### config.mk
export PLATFORM = sky130hd
export DESIGN_NAME = machine_description_lexer_core
export DESIGN_NICKNAME = d
export VERILOG_FILES = /design/src/rtl/mdl_pkg.sv /design/src/rtl/machine_description_lexer_core.sv /design/src/rtl/mdl_lexer.sv /design/src/rtl/mdl_out_buf.sv
export VERILOG_INCLUDE_DIRS = /design/src /design/src/rtl
export SDC_FILE = /design/constraint.sdc
export NUM_CORES = 1
export LEC_CHECK = 0
export ABC_AREA = 0
export BUFFER_PORTS_ARGS = -buffer_cell sky130_fd_sc_hd__buf_2
export CORE_MARGIN = 5
export CORE_UTILIZATION = 35
export DETAILED_ROUTE_END_ITERATION = 12
export GPL_ROUTABILITY_DRIVEN = 0
export SLEW_MARGIN = 10
export SYNTH_ARGS = -nofsm -noshare
export SYNTH_HDL_FRONTEND = slang
export SYNTH_HIERARCHICAL = 1
export SYNTH_SLANG_ARGS = --single-unit
### constraint.sdc
create_clock -name i_clk -period 6.3 [get_ports i_clk]
set_input_delay 0.315 -clock i_clk [delete_from_list [all_inputs] [get_ports i_clk]]
set_output_delay 0.315 -clock i_clk [all_outputs]
set_load 0.005 [all_outputs]
### src/rtl/machine_description_lexer_core_defines.svh
// Assertion helpers for the lexer core.
`ifndef MACHINE_DESCRIPTION_LEXER_CORE_DEFINES_SVH
`define MACHINE_DESCRIPTION_LEXER_CORE_DEFINES_SVH

// Same-cycle implication, disabled while reset is held.
`define MDL_ASSERT_IMPL(lbl, clk, rst_n, ante, cons, msg) \
    lbl: assert property (@(posedge clk) disable iff (!rst_n) (ante) |-> (cons)) \
        else $error(msg);

// Next-cycle implication, disabled while reset is held.
`define MDL_ASSERT_NEXT(lbl, clk, rst_n, ante, cons, msg) \
    lbl: assert property (@(posedge clk) disable iff (!rst_n) (ante) |=> (cons)) \
        else $error(msg);

`endif

### src/rtl/mdl_pkg.sv
`default_nettype none
package mdl_pkg;

    localparam int POS_BITS_DEF = 16;

    // Result buffer holds whole per-byte bundles.
    localparam int BUF_DEPTH = 2;
    localparam int BUF_AW    = 1;

    localparam logic [7:0] CH_NUL    = 8'h00;
    localparam logic [7:0] CH_TAB    = 8'h09;
    localparam logic [7:0] CH_LF     = 8'h0A;
    localparam logic [7:0] CH_SPACE  = 8'h20;
    localparam logic [7:0] CH_LBRACK = 8'h5B;
    localparam logic [7:0] CH_RBRACK = 8'h5D;
    localparam logic [7:0] CH_DOT    = 8'h2E;
    localparam logic [7:0] CH_BAR    = 8'h7C;
    localparam logic [7:0] CH_DOLLAR = 8'h24;
    localparam logic [7:0] CH_QUEST  = 8'h3F;
    localparam logic [7:0] CH_AT     = 8'h40;
    localparam logic [7:0] CH_X      = 8'h78;
    localparam logic [7:0] CH_LCURLY = 8'h7B;
    localparam logic [7:0] CH_RCURLY = 8'h7D;
    localparam logic [7:0] CH_LT     = 8'h3C;
    localparam logic [7:0] CH_GT     = 8'h3E;

    typedef enum logic [3:0] {
        TK_EOF      = 4'd0,
        TK_FAIL     = 4'd1,
        TK_NAME     = 4'd2,
        TK_STATE    = 4'd3,
        TK_SYMDEF   = 4'd4,
        TK_MATCHDEF = 4'd5,
        TK_WILDDEF  = 4'd6,
        TK_SYM      = 4'd7,
        TK_LCURLY   = 4'd8,
        TK_RCURLY   = 4'd9,
        TK_LMOVE    = 4'd10,
        TK_RMOVE    = 4'd11
    } t_kind;

    typedef enum logic [3:0] {
        PH_IDLE       = 4'd0,
        PH_NAME       = 4'd1,
        PH_ST_OPEN    = 4'd2,
        PH_ST_NAME1   = 4'd3,
        PH_ST_DOT     = 4'd4,
        PH_ST_NAME2   = 4'd5,
        PH_SYM_FIRST  = 4'd6,
        PH_SYM_HEX1   = 4'd7,
        PH_SYM_HEX2   = 4'd8,
        PH_MATCH_1    = 4'd9,
        PH_MATCH_2    = 4'd10,
        PH_MATCH_REST = 4'd11,
        PH_HALT       = 4'd12
    } t_phase;

    typedef struct packed {
        t_kind       kind;
        logic [15:0] start;
        logic [15:0] len;
    } t_token;

    // Tokens caused by one byte; cnt is 0, 1 or 2.
    typedef struct packed {
        logic [1:0] cnt;
        t_token     tok0;
        t_token     tok1;
    } t_bundle;

    function automatic logic is_word(input logic [7:0] c);
        return (c inside {[8'h30:8'h39], [8'h41:8'h5A], [8'h61:8'h7A], 8'h5F});
    endfunction

    function automatic logic is_hex(input logic [7:0] c);
        return (c inside {[8'h30:8'h39], [8'h61:8'h66]});
    endfunction

    function automatic logic is_blank(input logic [7:0] c);
        return (c inside {CH_SPACE, CH_TAB, CH_LF});
    endfunction

    function automatic logic is_stop(input logic [7:0] c);
        return is_blank(c) || (c == CH_NUL);
    endfunction

    function automatic t_token fixed_tok(input t_kind k);
        t_token t;
        t.kind  = k;
        t.start = 16'd0;
        t.len   = 16'd0;
        return t;
    endfunction

    // Phase after a fixed token: eof and fail stop the scanner.
    function automatic t_phase fixed_phase(input t_kind k);
        return ((k == TK_EOF) || (k == TK_FAIL)) ? PH_HALT : PH_IDLE;
    endfunction

endpackage
`default_nettype wire

### src/rtl/machine_description_lexer_core.sv
// Channel   Dir  Signals                      Contents
// s_axis    in   tvalid tready tdata[7:0]     source byte (zero = end of text)
// m_axis    out  tvalid tready tdata[31:0]    token start [15:0], token length [31:16]
//                tuser[3:0] tlast             token kind; tlast = last token of its byte
//
// One source byte per cycle. The scanner state registers feed a single layer of
// decode logic that writes a per-byte bundle of zero, one or two tokens into a
// two-entry result buffer; a bundle with two tokens (name ended by a fixed
// token) occupies the output as two words. s_axis_tready drops only when both
// buffer entries hold undelivered bundles. Synchronous active-low reset clears
// the scanner to idle at offset zero and empties the buffer. After eof or fail
// the scanner ignores every byte until reset.
`default_nettype none
`include "machine_description_lexer_core_defines.svh"
module machine_description_lexer_core #(
    parameter int POS_BITS = mdl_pkg::POS_BITS_DEF
) (
    input  logic        i_clk,
    input  logic        i_rst_n,
    input  logic        i_s_axis_tvalid,
    output logic        o_s_axis_tready,
    input  logic [7:0]  i_s_axis_tdata,   // [7:0] in_byte
    output logic        o_m_axis_tvalid,
    input  logic        i_m_axis_tready,
    output logic [31:0] o_m_axis_tdata,   // [15:0] token_start, [31:16] token_len
    output logic [3:0]  o_m_axis_tuser,   // [3:0] token_type
    output logic        o_m_axis_tlast    // last_of_run
);
    import mdl_pkg::*;

    logic    w_fire;
    logic    w_push;
    t_bundle w_bundle;
    t_token  w_tok;

    // a byte is taken only when a whole bundle fits in the buffer
    assign w_fire = i_s_axis_tvalid && o_s_axis_tready;
    assign w_push = w_fire && (w_bundle.cnt != 2'd0);

    mdl_lexer #(
        .POS_BITS (POS_BITS)
    ) u_lexer (
        .i_clk    (i_clk),
        .i_rst_n  (i_rst_n),
        .i_fire   (w_fire),
        .i_byte   (i_s_axis_tdata),
        .o_bundle (w_bundle)
    );

    mdl_out_buf u_out_buf (
        .i_clk    (i_clk),
        .i_rst_n  (i_rst_n),
        .i_push   (w_push),
        .i_bundle (w_bundle),
        .o_room   (o_s_axis_tready),
        .o_valid  (o_m_axis_tvalid),
        .i_ready  (i_m_axis_tready),
        .o_token  (w_tok),
        .o_last   (o_m_axis_tlast)
    );

    assign o_m_axis_tdata = {w_tok.len, w_tok.start};
    assign o_m_axis_tuser = w_tok.kind;

    // back-pressure on input only while results are waiting
    `MDL_ASSERT_IMPL(a_stall_has_output, i_clk, i_rst_n, !o_s_axis_tready, o_m_axis_tvalid, "input stalled with empty result buffer")

    // eof and fail are the final tokens: nothing follows once delivered
    `MDL_ASSERT_NEXT(a_halt_drains, i_clk, i_rst_n, o_m_axis_tvalid && i_m_axis_tready && ((o_m_axis_tuser == TK_EOF) || (o_m_axis_tuser == TK_FAIL)), !o_m_axis_tvalid, "token after eof or fail")

    // a stop token always closes its byte's run
    `MDL_ASSERT_IMPL(a_stop_is_last, i_clk, i_rst_n, o_m_axis_tvalid && ((o_m_axis_tuser == TK_EOF) || (o_m_axis_tuser == TK_FAIL)), o_m_axis_tlast, "eof or fail not last of run")

endmodule
`default_nettype wire

### src/rtl/mdl_lexer.sv
`default_nettype none
module mdl_lexer #(
    parameter int POS_BITS = mdl_pkg::POS_BITS_DEF
) (
    input  logic            i_clk,
    input  logic            i_rst_n,
    input  logic            i_fire,
    input  logic [7:0]      i_byte,
    output mdl_pkg::t_bundle o_bundle
);
    import mdl_pkg::*;

    t_phase              r_phase, n_phase;
    t_kind               r_pend, n_pend;
    logic [POS_BITS-1:0] r_pos, n_pos;
    logic [POS_BITS-1:0] r_tstart, n_tstart;

    logic [POS_BITS-1:0] w_next;
    logic [POS_BITS-1:0] w_span;

    // idle-phase decode of the current byte
    logic                id_emit;
    t_kind               id_kind;
    t_phase              id_phase;
    logic                id_ld;
    logic [POS_BITS-1:0] id_ts;
    logic                id_pld;
    t_kind               id_pend;
    logic                use_idle;

    function automatic logic [15:0] lo16(input logic [POS_BITS-1:0] v);
        logic [POS_BITS+15:0] e;
        e = {16'd0, v};
        return e[15:0];
    endfunction

    assign w_next = r_pos + {{(POS_BITS-1){1'b0}}, 1'b1};
    assign w_span = r_pos - r_tstart;

    always_comb begin
        id_emit  = 1'b0;
        id_kind  = TK_FAIL;
        id_phase = PH_IDLE;
        id_ld    = 1'b0;
        id_ts    = w_next;
        id_pld   = 1'b0;
        id_pend  = TK_SYMDEF;
        if (!is_blank(i_byte)) begin
            case (i_byte)
                CH_NUL: begin
                    id_emit = 1'b1;
                    id_kind = TK_EOF;
                end
                CH_LCURLY: begin
                    id_emit = 1'b1;
                    id_kind = TK_LCURLY;
                end
                CH_RCURLY: begin
                    id_emit = 1'b1;
                    id_kind = TK_RCURLY;
                end
                CH_LT: begin
                    id_emit = 1'b1;
                    id_kind = TK_LMOVE;
                end
                CH_GT: begin
                    id_emit = 1'b1;
                    id_kind = TK_RMOVE;
                end
                CH_AT: begin
                    id_emit = 1'b1;
                    id_kind = TK_WILDDEF;
                end
                CH_LBRACK: begin
                    id_ld    = 1'b1;
                    id_phase = PH_ST_OPEN;
                end
                CH_BAR, CH_DOLLAR: begin
                    id_ld    = 1'b1;
                    id_pld   = 1'b1;
                    id_pend  = (i_byte == CH_BAR) ? TK_SYMDEF : TK_SYM;
                    id_phase = PH_SYM_FIRST;
                end
                CH_QUEST: begin
                    id_ld    = 1'b1;
                    id_phase = PH_MATCH_1;
                end
                default: begin
                    if (is_word(i_byte)) begin
                        id_ld    = 1'b1;
                        id_ts    = r_pos;
                        id_phase = PH_NAME;
                    end else begin
                        id_emit = 1'b1;
                        id_kind = TK_FAIL;
                    end
                end
            endcase
            if (id_emit) begin
                id_phase = fixed_phase(id_kind);
            end
        end
    end

    always_comb begin
        n_phase       = r_phase;
        n_pend        = r_pend;
        n_pos         = r_pos;
        n_tstart      = r_tstart;
        o_bundle.cnt  = 2'd0;
        o_bundle.tok0 = fixed_tok(TK_EOF);
        o_bundle.tok1 = fixed_tok(TK_EOF);
        use_idle      = 1'b0;
        if (i_fire && (r_phase != PH_HALT)) begin
            n_pos = (r_pos != {POS_BITS{1'b1}}) ? w_next : r_pos;
            case (r_phase)
                PH_IDLE: begin
                    use_idle = 1'b1;
                end
                PH_NAME: begin
                    if (!is_word(i_byte)) begin
                        o_bundle.tok0 = '{TK_NAME, lo16(r_tstart), lo16(w_span)};
                        o_bundle.cnt  = 2'd1;
                        use_idle      = 1'b1;
                    end
                end
                PH_ST_OPEN: begin
                    if (is_word(i_byte)) begin
                        n_phase = PH_ST_NAME1;
                    end else if (i_byte == CH_RBRACK) begin
                        o_bundle.tok0 = '{TK_STATE, lo16(r_tstart), 16'd0};
                        o_bundle.cnt  = 2'd1;
                        n_phase       = PH_IDLE;
                    end else begin
                        o_bundle.tok0 = fixed_tok(TK_FAIL);
                        o_bundle.cnt  = 2'd1;
                        n_phase       = PH_HALT;
                    end
                end
                PH_ST_NAME1, PH_ST_NAME2: begin
                    if (is_word(i_byte)) begin
                        n_phase = r_phase;
                    end else if ((i_byte == CH_DOT) && (r_phase == PH_ST_NAME1)) begin
                        n_phase = PH_ST_DOT;
                    end else if (i_byte == CH_RBRACK) begin
                        o_bundle.tok0 = '{TK_STATE, lo16(r_tstart), lo16(w_span)};
                        o_bundle.cnt  = 2'd1;
                        n_phase       = PH_IDLE;
                    end else begin
                        o_bundle.tok0 = fixed_tok(TK_FAIL);
                        o_bundle.cnt  = 2'd1;
                        n_phase       = PH_HALT;
                    end
                end
                PH_ST_DOT: begin
                    if (is_word(i_byte)) begin
                        n_phase = PH_ST_NAME2;
                    end else begin
                        o_bundle.tok0 = fixed_tok(TK_FAIL);
                        o_bundle.cnt  = 2'd1;
                        n_phase       = PH_HALT;
                    end
                end
                PH_SYM_FIRST: begin
                    if (is_stop(i_byte)) begin
                        o_bundle.tok0 = fixed_tok(TK_FAIL);
                        o_bundle.cnt  = 2'd1;
                        n_phase       = PH_HALT;
                    end else if (i_byte == CH_X) begin
                        n_phase = PH_SYM_HEX1;
                    end else begin
                        o_bundle.tok0 = '{r_pend, lo16(r_tstart), 16'd1};
                        o_bundle.cnt  = 2'd1;
                        n_phase       = PH_IDLE;
                    end
                end
                PH_SYM_HEX1: begin
                    if (is_hex(i_byte)) begin
                        n_phase = PH_SYM_HEX2;
                    end else begin
                        o_bundle.tok0 = fixed_tok(TK_FAIL);
                        o_bundle.cnt  = 2'd1;
                        n_phase       = PH_HALT;
                    end
                end
                PH_SYM_HEX2: begin
                    o_bundle.cnt = 2'd1;
                    if (is_hex(i_byte)) begin
                        o_bundle.tok0 = '{r_pend, lo16(r_tstart), 16'd3};
                        n_phase       = PH_IDLE;
                    end else begin
                        o_bundle.tok0 = fixed_tok(TK_FAIL);
                        n_phase       = PH_HALT;
                    end
                end
                PH_MATCH_1, PH_MATCH_2: begin
                    if (is_stop(i_byte)) begin
                        o_bundle.tok0 = fixed_tok(TK_FAIL);
                        o_bundle.cnt  = 2'd1;
                        n_phase       = PH_HALT;
                    end else begin
                        n_phase = (r_phase == PH_MATCH_1) ? PH_MATCH_2 : PH_MATCH_REST;
                    end
                end
                PH_MATCH_REST: begin
                    if (is_blank(i_byte)) begin
                        o_bundle.tok0 = '{TK_MATCHDEF, lo16(r_tstart), lo16(w_span)};
                        o_bundle.cnt  = 2'd1;
                        n_phase       = PH_IDLE;
                    end else if (i_byte == CH_NUL) begin
                        o_bundle.tok0 = fixed_tok(TK_FAIL);
                        o_bundle.cnt  = 2'd1;
                        n_phase       = PH_HALT;
                    end
                end
                default: begin
                    n_phase = PH_HALT;
                end
            endcase

            // byte starts a new token after idle or after a name ends
            if (use_idle) begin
                n_phase = id_phase;
                if (id_ld) begin
                    n_tstart = id_ts;
                end
                if (id_pld) begin
                    n_pend = id_pend;
                end
                if (id_emit) begin
                    if (o_bundle.cnt == 2'd0) begin
                        o_bundle.tok0 = fixed_tok(id_kind);
                        o_bundle.cnt  = 2'd1;
                    end else begin
                        o_bundle.tok1 = fixed_tok(id_kind);
                        o_bundle.cnt  = 2'd2;
                    end
                end
            end
        end
    end

    always_ff @(posedge i_clk) begin
        if (!i_rst_n) begin
            r_phase  <= PH_IDLE;
            r_pend   <= TK_EOF;
            r_pos    <= '0;
            r_tstart <= '0;
        end else begin
            r_phase  <= n_phase;
            r_pend   <= n_pend;
            r_pos    <= n_pos;
            r_tstart <= n_tstart;
        end
    end

endmodule
`default_nettype wire

### src/rtl/mdl_out_buf.sv
`default_nettype none
module mdl_out_buf (
    input  logic             i_clk,
    input  logic             i_rst_n,
    input  logic             i_push,
    input  mdl_pkg::t_bundle i_bundle,
    output logic             o_room,
    output logic             o_valid,
    input  logic             i_ready,
    output mdl_pkg::t_token  o_token,
    output logic             o_last
);
    import mdl_pkg::*;

    t_bundle             r_mem [BUF_DEPTH];
    logic [BUF_AW-1:0]   r_wr, n_wr;
    logic [BUF_AW-1:0]   r_rd, n_rd;
    logic [BUF_AW:0]     r_count, n_count;
    logic                r_sub, n_sub;
    logic                w_pop_word;
    logic                w_pop_bundle;
    t_bundle             w_head;

    assign w_head  = r_mem[r_rd];
    assign o_room  = (r_count != BUF_DEPTH[BUF_AW:0]);
    assign o_valid = (r_count != '0);
    assign o_token = r_sub ? w_head.tok1 : w_head.tok0;
    assign o_last  = r_sub || (w_head.cnt != 2'd2);

    assign w_pop_word   = o_valid && i_ready;
    assign w_pop_bundle = w_pop_word && o_last;

    always_comb begin
        n_wr    = i_push ? r_wr + 1'b1 : r_wr;
        n_rd    = w_pop_bundle ? r_rd + 1'b1 : r_rd;
        n_sub   = w_pop_word ? !o_last : r_sub;
        n_count = r_count + {{BUF_AW{1'b0}}, i_push} - {{BUF_AW{1'b0}}, w_pop_bundle};
    end

    always_ff @(posedge i_clk) begin
        if (i_push) begin
            r_mem[r_wr] <= i_bundle;
        end
    end

    always_ff @(posedge i_clk) begin
        if (!i_rst_n) begin
            r_wr    <= '0;
            r_rd    <= '0;
            r_count <= '0;
            r_sub   <= 1'b0;
        end else begin
            r_wr    <= n_wr;
            r_rd    <= n_rd;
            r_count <= n_count;
            r_sub   <= n_sub;
        end
    end

endmodule
`default_nettype wire

* After elaboration in Yosys (flattened, before gate mapping)
Memories as Yosys holds them, arrays and structs flattened. A register that Yosys moved wholly into a read port is not among the register bits.
Index checks and enable logic that the tools add are counted.
** Operators by class
- Order comparisons :: 7
- Reductions and logical operators :: 34
- Add/sub/neg operators :: 6
- Muxes and demuxes :: 67
- Equal/unequal tests :: 35
** Operators with widths (number)
- one-hot mux 38 bit (9 select lines) :: 1
- 2-to-1 mux 38 bit :: 6
- 2-to-1 mux 37 bit :: 6
- 2-to-1 mux 74 bit :: 3
- 2-to-1 mux 36 bit :: 4
- 2-to-1 mux 4 bit :: 18
- 2-to-1 mux 34 bit :: 2
- equality test 8 x 7 -> 1 bit, second input constant :: 8
- equality test 8 x 6 -> 1 bit, second input constant :: 6
- 2-to-1 mux 16 bit :: 3
- one-hot mux 4 bit (9 select lines) :: 1
- <= comparator 8 x 7 -> 1 bit, second input constant :: 3
- one-hot mux 4 bit (6 select lines) :: 1
- adder 16 x 1 -> 16 bit, second input constant :: 1
- equality test 4 x 3 -> 1 bit, second input constant :: 4
- equality test 4 bit, second input constant :: 4
- equality test 8 x 4 -> 1 bit, second input constant :: 2
- greater-or-equal comparator 8 x 7 -> 1 bit, second input constant :: 2
- inequality test 16 bit, second input constant :: 1
- one-hot mux 4 bit (4 select lines) :: 1
- subtractor 16 bit :: 1
- 2-to-1 mux 1 bit :: 14
- logical AND 1 bit :: 10
- OR reduction 10 bit :: 1
- 29 further kinds :: 46
** Word-level totals
- Memories :: 1
- Output and inout port bits :: 39
- Bits in writable memories :: 148
- Bits of input ports :: 12
- Flip-flop bits (word level) :: 45
** Memory list
- u_out_buf.r_mem :: words 2, bits a word 74, read ports 1, clocked after memory_dff 1, wr ports 1, line mdl_out_buf.sv:15 : t_bundle r_mem [BUF_DEPTH];

* Depth between registers and ports, before layout
- Depth in word-level cells :: 15
- Mapped depth :: 15

* Hierarchy
Netlist, hierarchy kept.
** Modules (own cells, without submodules)
- mdl_out_buf :: times used 1, cells an instance 224, area an instance 5690.5 sq um, sequential area each 4564.4 sq um
- mdl_lexer :: times used 1, cells an instance 556, area an instance 4026.4 sq um, sequential area each 760.7 sq um
- machine_description_lexer_core :: times used 1, cells an instance 2, area an instance 16.3 sq um, sequential area each 0.0 sq um

* Worst setup path after synthesis
Ideal clock, no wire load.
- Kind :: register -> register
- Start :: reg u_lexer.r_phase[3]
- End :: mem u_out_buf/r_mem[0][0] in the netlist's numbering, enable pin
- Buffers on the path :: 1
- Stages on the path, launching flop included :: 13
- Clock period less this slack :: 6.462 ns
- Path slack :: -0.162 ns
- Data arrival time :: 5.945 ns
- Setup time :: 0.516 ns
- Cell sequence :: dfxtp_1 clkbuf_1 nand2b_1 or4_1 nor4_1 nor3_1 a31oi_1 inv_1 ha_1 nor2_1 a211oi_1 o211a_1 nor2b_1
** RTL lines
- start: declaration :: line mdl_lexer.sv:13 : t_phase r_phase, n_phase;
- start signal: assignment :: line mdl_lexer.sv:250 : r_phase <= n_phase;
- end: declaration :: line mdl_out_buf.sv:15

==> metrics <==
result of the run complete, no violations; power consumption 3.86 mW; average detailed-routed wire length per instance 16.2 um; time the worst path needs with I/O delays and setup 4.52 ns; clock tree from TritonCTS done; Lkg Pwr 3.59 nW; CP Class flop to flop; area of the mapped netlist 9730 um2; met2 WL 9.68 mm; Metal-1 WL 8.92 mm; worst clock skew 0.0121 ns; Tcrit/Tclk final 71.8%; #FFs+latches synth 192; setup repair bufs after CTS 0; number of I/O port buffers 50; core area 27600 um2; cell at the root of the clock tree sky130_fd_sc_hd__clkbuf_16; number of global-route vias before repair 6151; Total GRT Usage 12.8%; register area share after synthesis 54.7%; deepest clock path buffer count 2; maximum number of pins on one net before global-route repair 75; share of final-layout standard cells stronger than drive strength 1 17.3%; initial antenna violation count 0; Post-synth EDFFs 148; async set-or-reset flop fraction in the synthesized netlist 0%; worst setup slack for register-to-register paths 1.78 ns; number of clock sinks 192; Max-Slew Margin vs Limit 30.9%; commonest non-fill, non-tap cell in the layout sky130_fd_sc_hd__edfxtp_1; wire length of the first global-routing pass 31.9 mm; count of warnings emitted by yosys 6; number of design rule violations left after detail routing 0; summed negative setup slack over all endpoints 0 ns; Max Used Layer met4; data arrival time of the critical path 4.61 ns; Pre-Repair DR Iteration Count 5; Top FF cell, synth sky130_fd_sc_hd__edfxtp_1; Row Count 61; DR WL met3 680 um; PwrDens 360 nW/um2; number of buffers added by the clock tree synthesis step 17; via count normalized by instance count 5.05; final cell count without fillers 1208; clock-pin slew reported for the worst setup and hold paths after clock tree synthesis 0.07 ns; width of the die 177 um; largest fanout of any net on the critical path 58; cell count after placement 1176; final number of max-transition violations 0; CTS HTree Levels 4; Post-CTS Resized 0; count of hold-fix buffers inserted at cts 0; DP HPWL 13.2 mm; type of the tightest min-delay check input pin to flop; most frequent cells in the layout sky130_fd_sc_hd__edfxtp_1, sky130_fd_sc_hd__nor2_1, sky130_fd_sc_hd__nand2_1; synthesized area per cell 12.4 um2; clock insertion delay at the later pin of the skew report 0.43 ns; area added between synthesis and finish 10.1%; Total Routed Length 19.6 mm; kind of launch point of the worst setup path flop; number of max-cap violations 0; number of top-level pins 51; gate count after technology mapping 782; GRT overflow 0; kind of capture point of the worst setup path flop; unrepaired setup endpoints after global routing false; Finished Core Util 38.8%; violation count after the first detailed-routing iteration 502; vias post-DR 6103; unique cell type count in the Yosys netlist 84; die area 31200 um2; antenna diode count 0; die boundary height 177 um; maximum clock rate 221 MHz; Worst VDD drop 0.184 mV; critical path required time 6.39 ns; initial core utilization 35.2%; Net count, final 850; transition time at the pin with the least slew margin 1.04 ns; number of hold-slack violations in the final timing report 0; final number of setup-violating endpoints 0; ANT nets after route 0
final timing paths:
check / from / cells after the start / end
max reg2reg: u_lexer/r_phase[0] / 12 / u_out_buf/r_mem[0][10]
min reg2reg: u_out_buf/r_rd / 2 / flop
min: i_rst_n / 2 / u_lexer/r_pend[2]
max: u_lexer/r_phase[0] / 12 / u_out_buf/r_mem[0][10]
layout make-up:
cell class	count	area, um2
Fill cell	2724	16900
Timing Repair Buffer	56	308
Inverter	30	113
Clock buffer	22	475
Clock inverter	10	101
Tap cell	378	473
Multi-Input combinational cell	520	3920
Sequential cell	192	5330
routing by layer:
layer	track usage [%]	vias up
li1	-	2935
met1	16.5	2998
met2	22.0	146
met3	2.20	24
met4	4.38	0
met5	0	-
cell families after synthesis:
kind of cell | Yosys count | share of synthesized area, %
other cells | 1 | 0.0385
xor+xnor | 39 | 3.51
buf+inv | 101 | 6.34
mux | 45 | 9.36
fa+ha+maj | 22 | 2.89
compound gates | 127 | 9.22
flops | 192 | 54.7
simple gates | 255 | 13.9
worst max-delay path: stages (launching register included):
cell,delay (ns)
sky130_fd_sc_hd__dfxtp_1,0.59
sky130_fd_sc_hd__nand2b_1,0.24
sky130_fd_sc_hd__or4_1,0.53
sky130_fd_sc_hd__nor4_1,0.36
sky130_fd_sc_hd__nor3_1,0.12
sky130_fd_sc_hd__a31oi_1,0.33
sky130_fd_sc_hd__inv_1,0.08
sky130_fd_sc_hd__ha_1,0.28
sky130_fd_sc_hd__nor2_1,0.04
sky130_fd_sc_hd__a211oi_1,0.39
sky130_fd_sc_hd__o211a_1,0.25
sky130_fd_sc_hd__nor2b_4,0.53
sky130_fd_sc_hd__buf_12,0.37
stage by stage:
step | setup WS [ns] | hold slack (ns) | area [um2]
floorplan | 1.27 | 0.433 | 9850
global placement | 1.95 | 0.455 | 10100
detailed placement | 1.83 | 0.459 | 10100
CTS | 1.82 | 0.198 | 10700
global route | 1.49 | 0.219 | 10700
finish | 1.78 | 0.210 | 10700
cell usage after synthesis, types with 3 or more instances:
cell	number	area [um2]
sky130_fd_sc_hd__ha_1	20	250
sky130_fd_sc_hd__nor3b_1	3	22.5
sky130_fd_sc_hd__nand2b_1	13	81.3
sky130_fd_sc_hd__mux2i_1	7	70.1
sky130_fd_sc_hd__nor3_1	18	90.1
sky130_fd_sc_hd__and2_1	25	156
sky130_fd_sc_hd__o22ai_1	5	31.3
sky130_fd_sc_hd__clkbuf_1	19	71.3
sky130_fd_sc_hd__a221oi_1	4	35.0
sky130_fd_sc_hd__inv_1	29	109
sky130_fd_sc_hd__a21o_1	3	22.5
sky130_fd_sc_hd__o31a_1	4	35.0
sky130_fd_sc_hd__edfxtp_1	148	4440
sky130_fd_sc_hd__buf_12	3	60.1
sky130_fd_sc_hd__or3_1	3	18.8
sky130_fd_sc_hd__o31ai_1	7	52.6
sky130_fd_sc_hd__nor2b_1	11	68.8
sky130_fd_sc_hd__a31oi_1	10	62.6
sky130_fd_sc_hd__buf_2	6	30.0
sky130_fd_sc_hd__nand2_1	54	203
sky130_fd_sc_hd__nand4_1	4	25.0
sky130_fd_sc_hd__o21a_1	10	75.1
sky130_fd_sc_hd__mux4_2	34	766
sky130_fd_sc_hd__xor2_1	20	175
sky130_fd_sc_hd__o21ai_0	14	70.1
sky130_fd_sc_hd__or2_2	4	25.0
sky130_fd_sc_hd__xnor2_1	19	166
sky130_fd_sc_hd__buf_6	6	67.6
sky130_fd_sc_hd__a21boi_0	3	22.5
sky130_fd_sc_hd__buf_4	36	270
sky130_fd_sc_hd__a211oi_1	16	120
sky130_fd_sc_hd__and3_1	3	18.8
sky130_fd_sc_hd__nor2_1	76	285
sky130_fd_sc_hd__nand3_1	10	50.1
sky130_fd_sc_hd__and4b_1	3	30.0
sky130_fd_sc_hd__dfxtp_1	44	881
sky130_fd_sc_hd__nor4_1	4	25.0
sky130_fd_sc_hd__nand4b_1	3	26.3
sky130_fd_sc_hd__a21oi_1	23	115
where the power goes:
part           switching (mW)  internal [mW]
combinational           0.613          0.500
sequential             0.0920           1.60
clock                   0.464          0.584
total                    1.17           2.69
registers in the layout (all words and copies together), names as in the netlist, named ones only:
name               count
u_out_buf/r_sub        1
u_out_buf/r_count      2
u_out_buf/r_wr         1
u_out_buf/r_mem      148
u_lexer/r_phase        4
u_lexer/r_pend         2
u_lexer/r_pos         16
u_out_buf/r_rd         1
u_lexer/r_tstart      16
(Power assumes the default switching activity.)
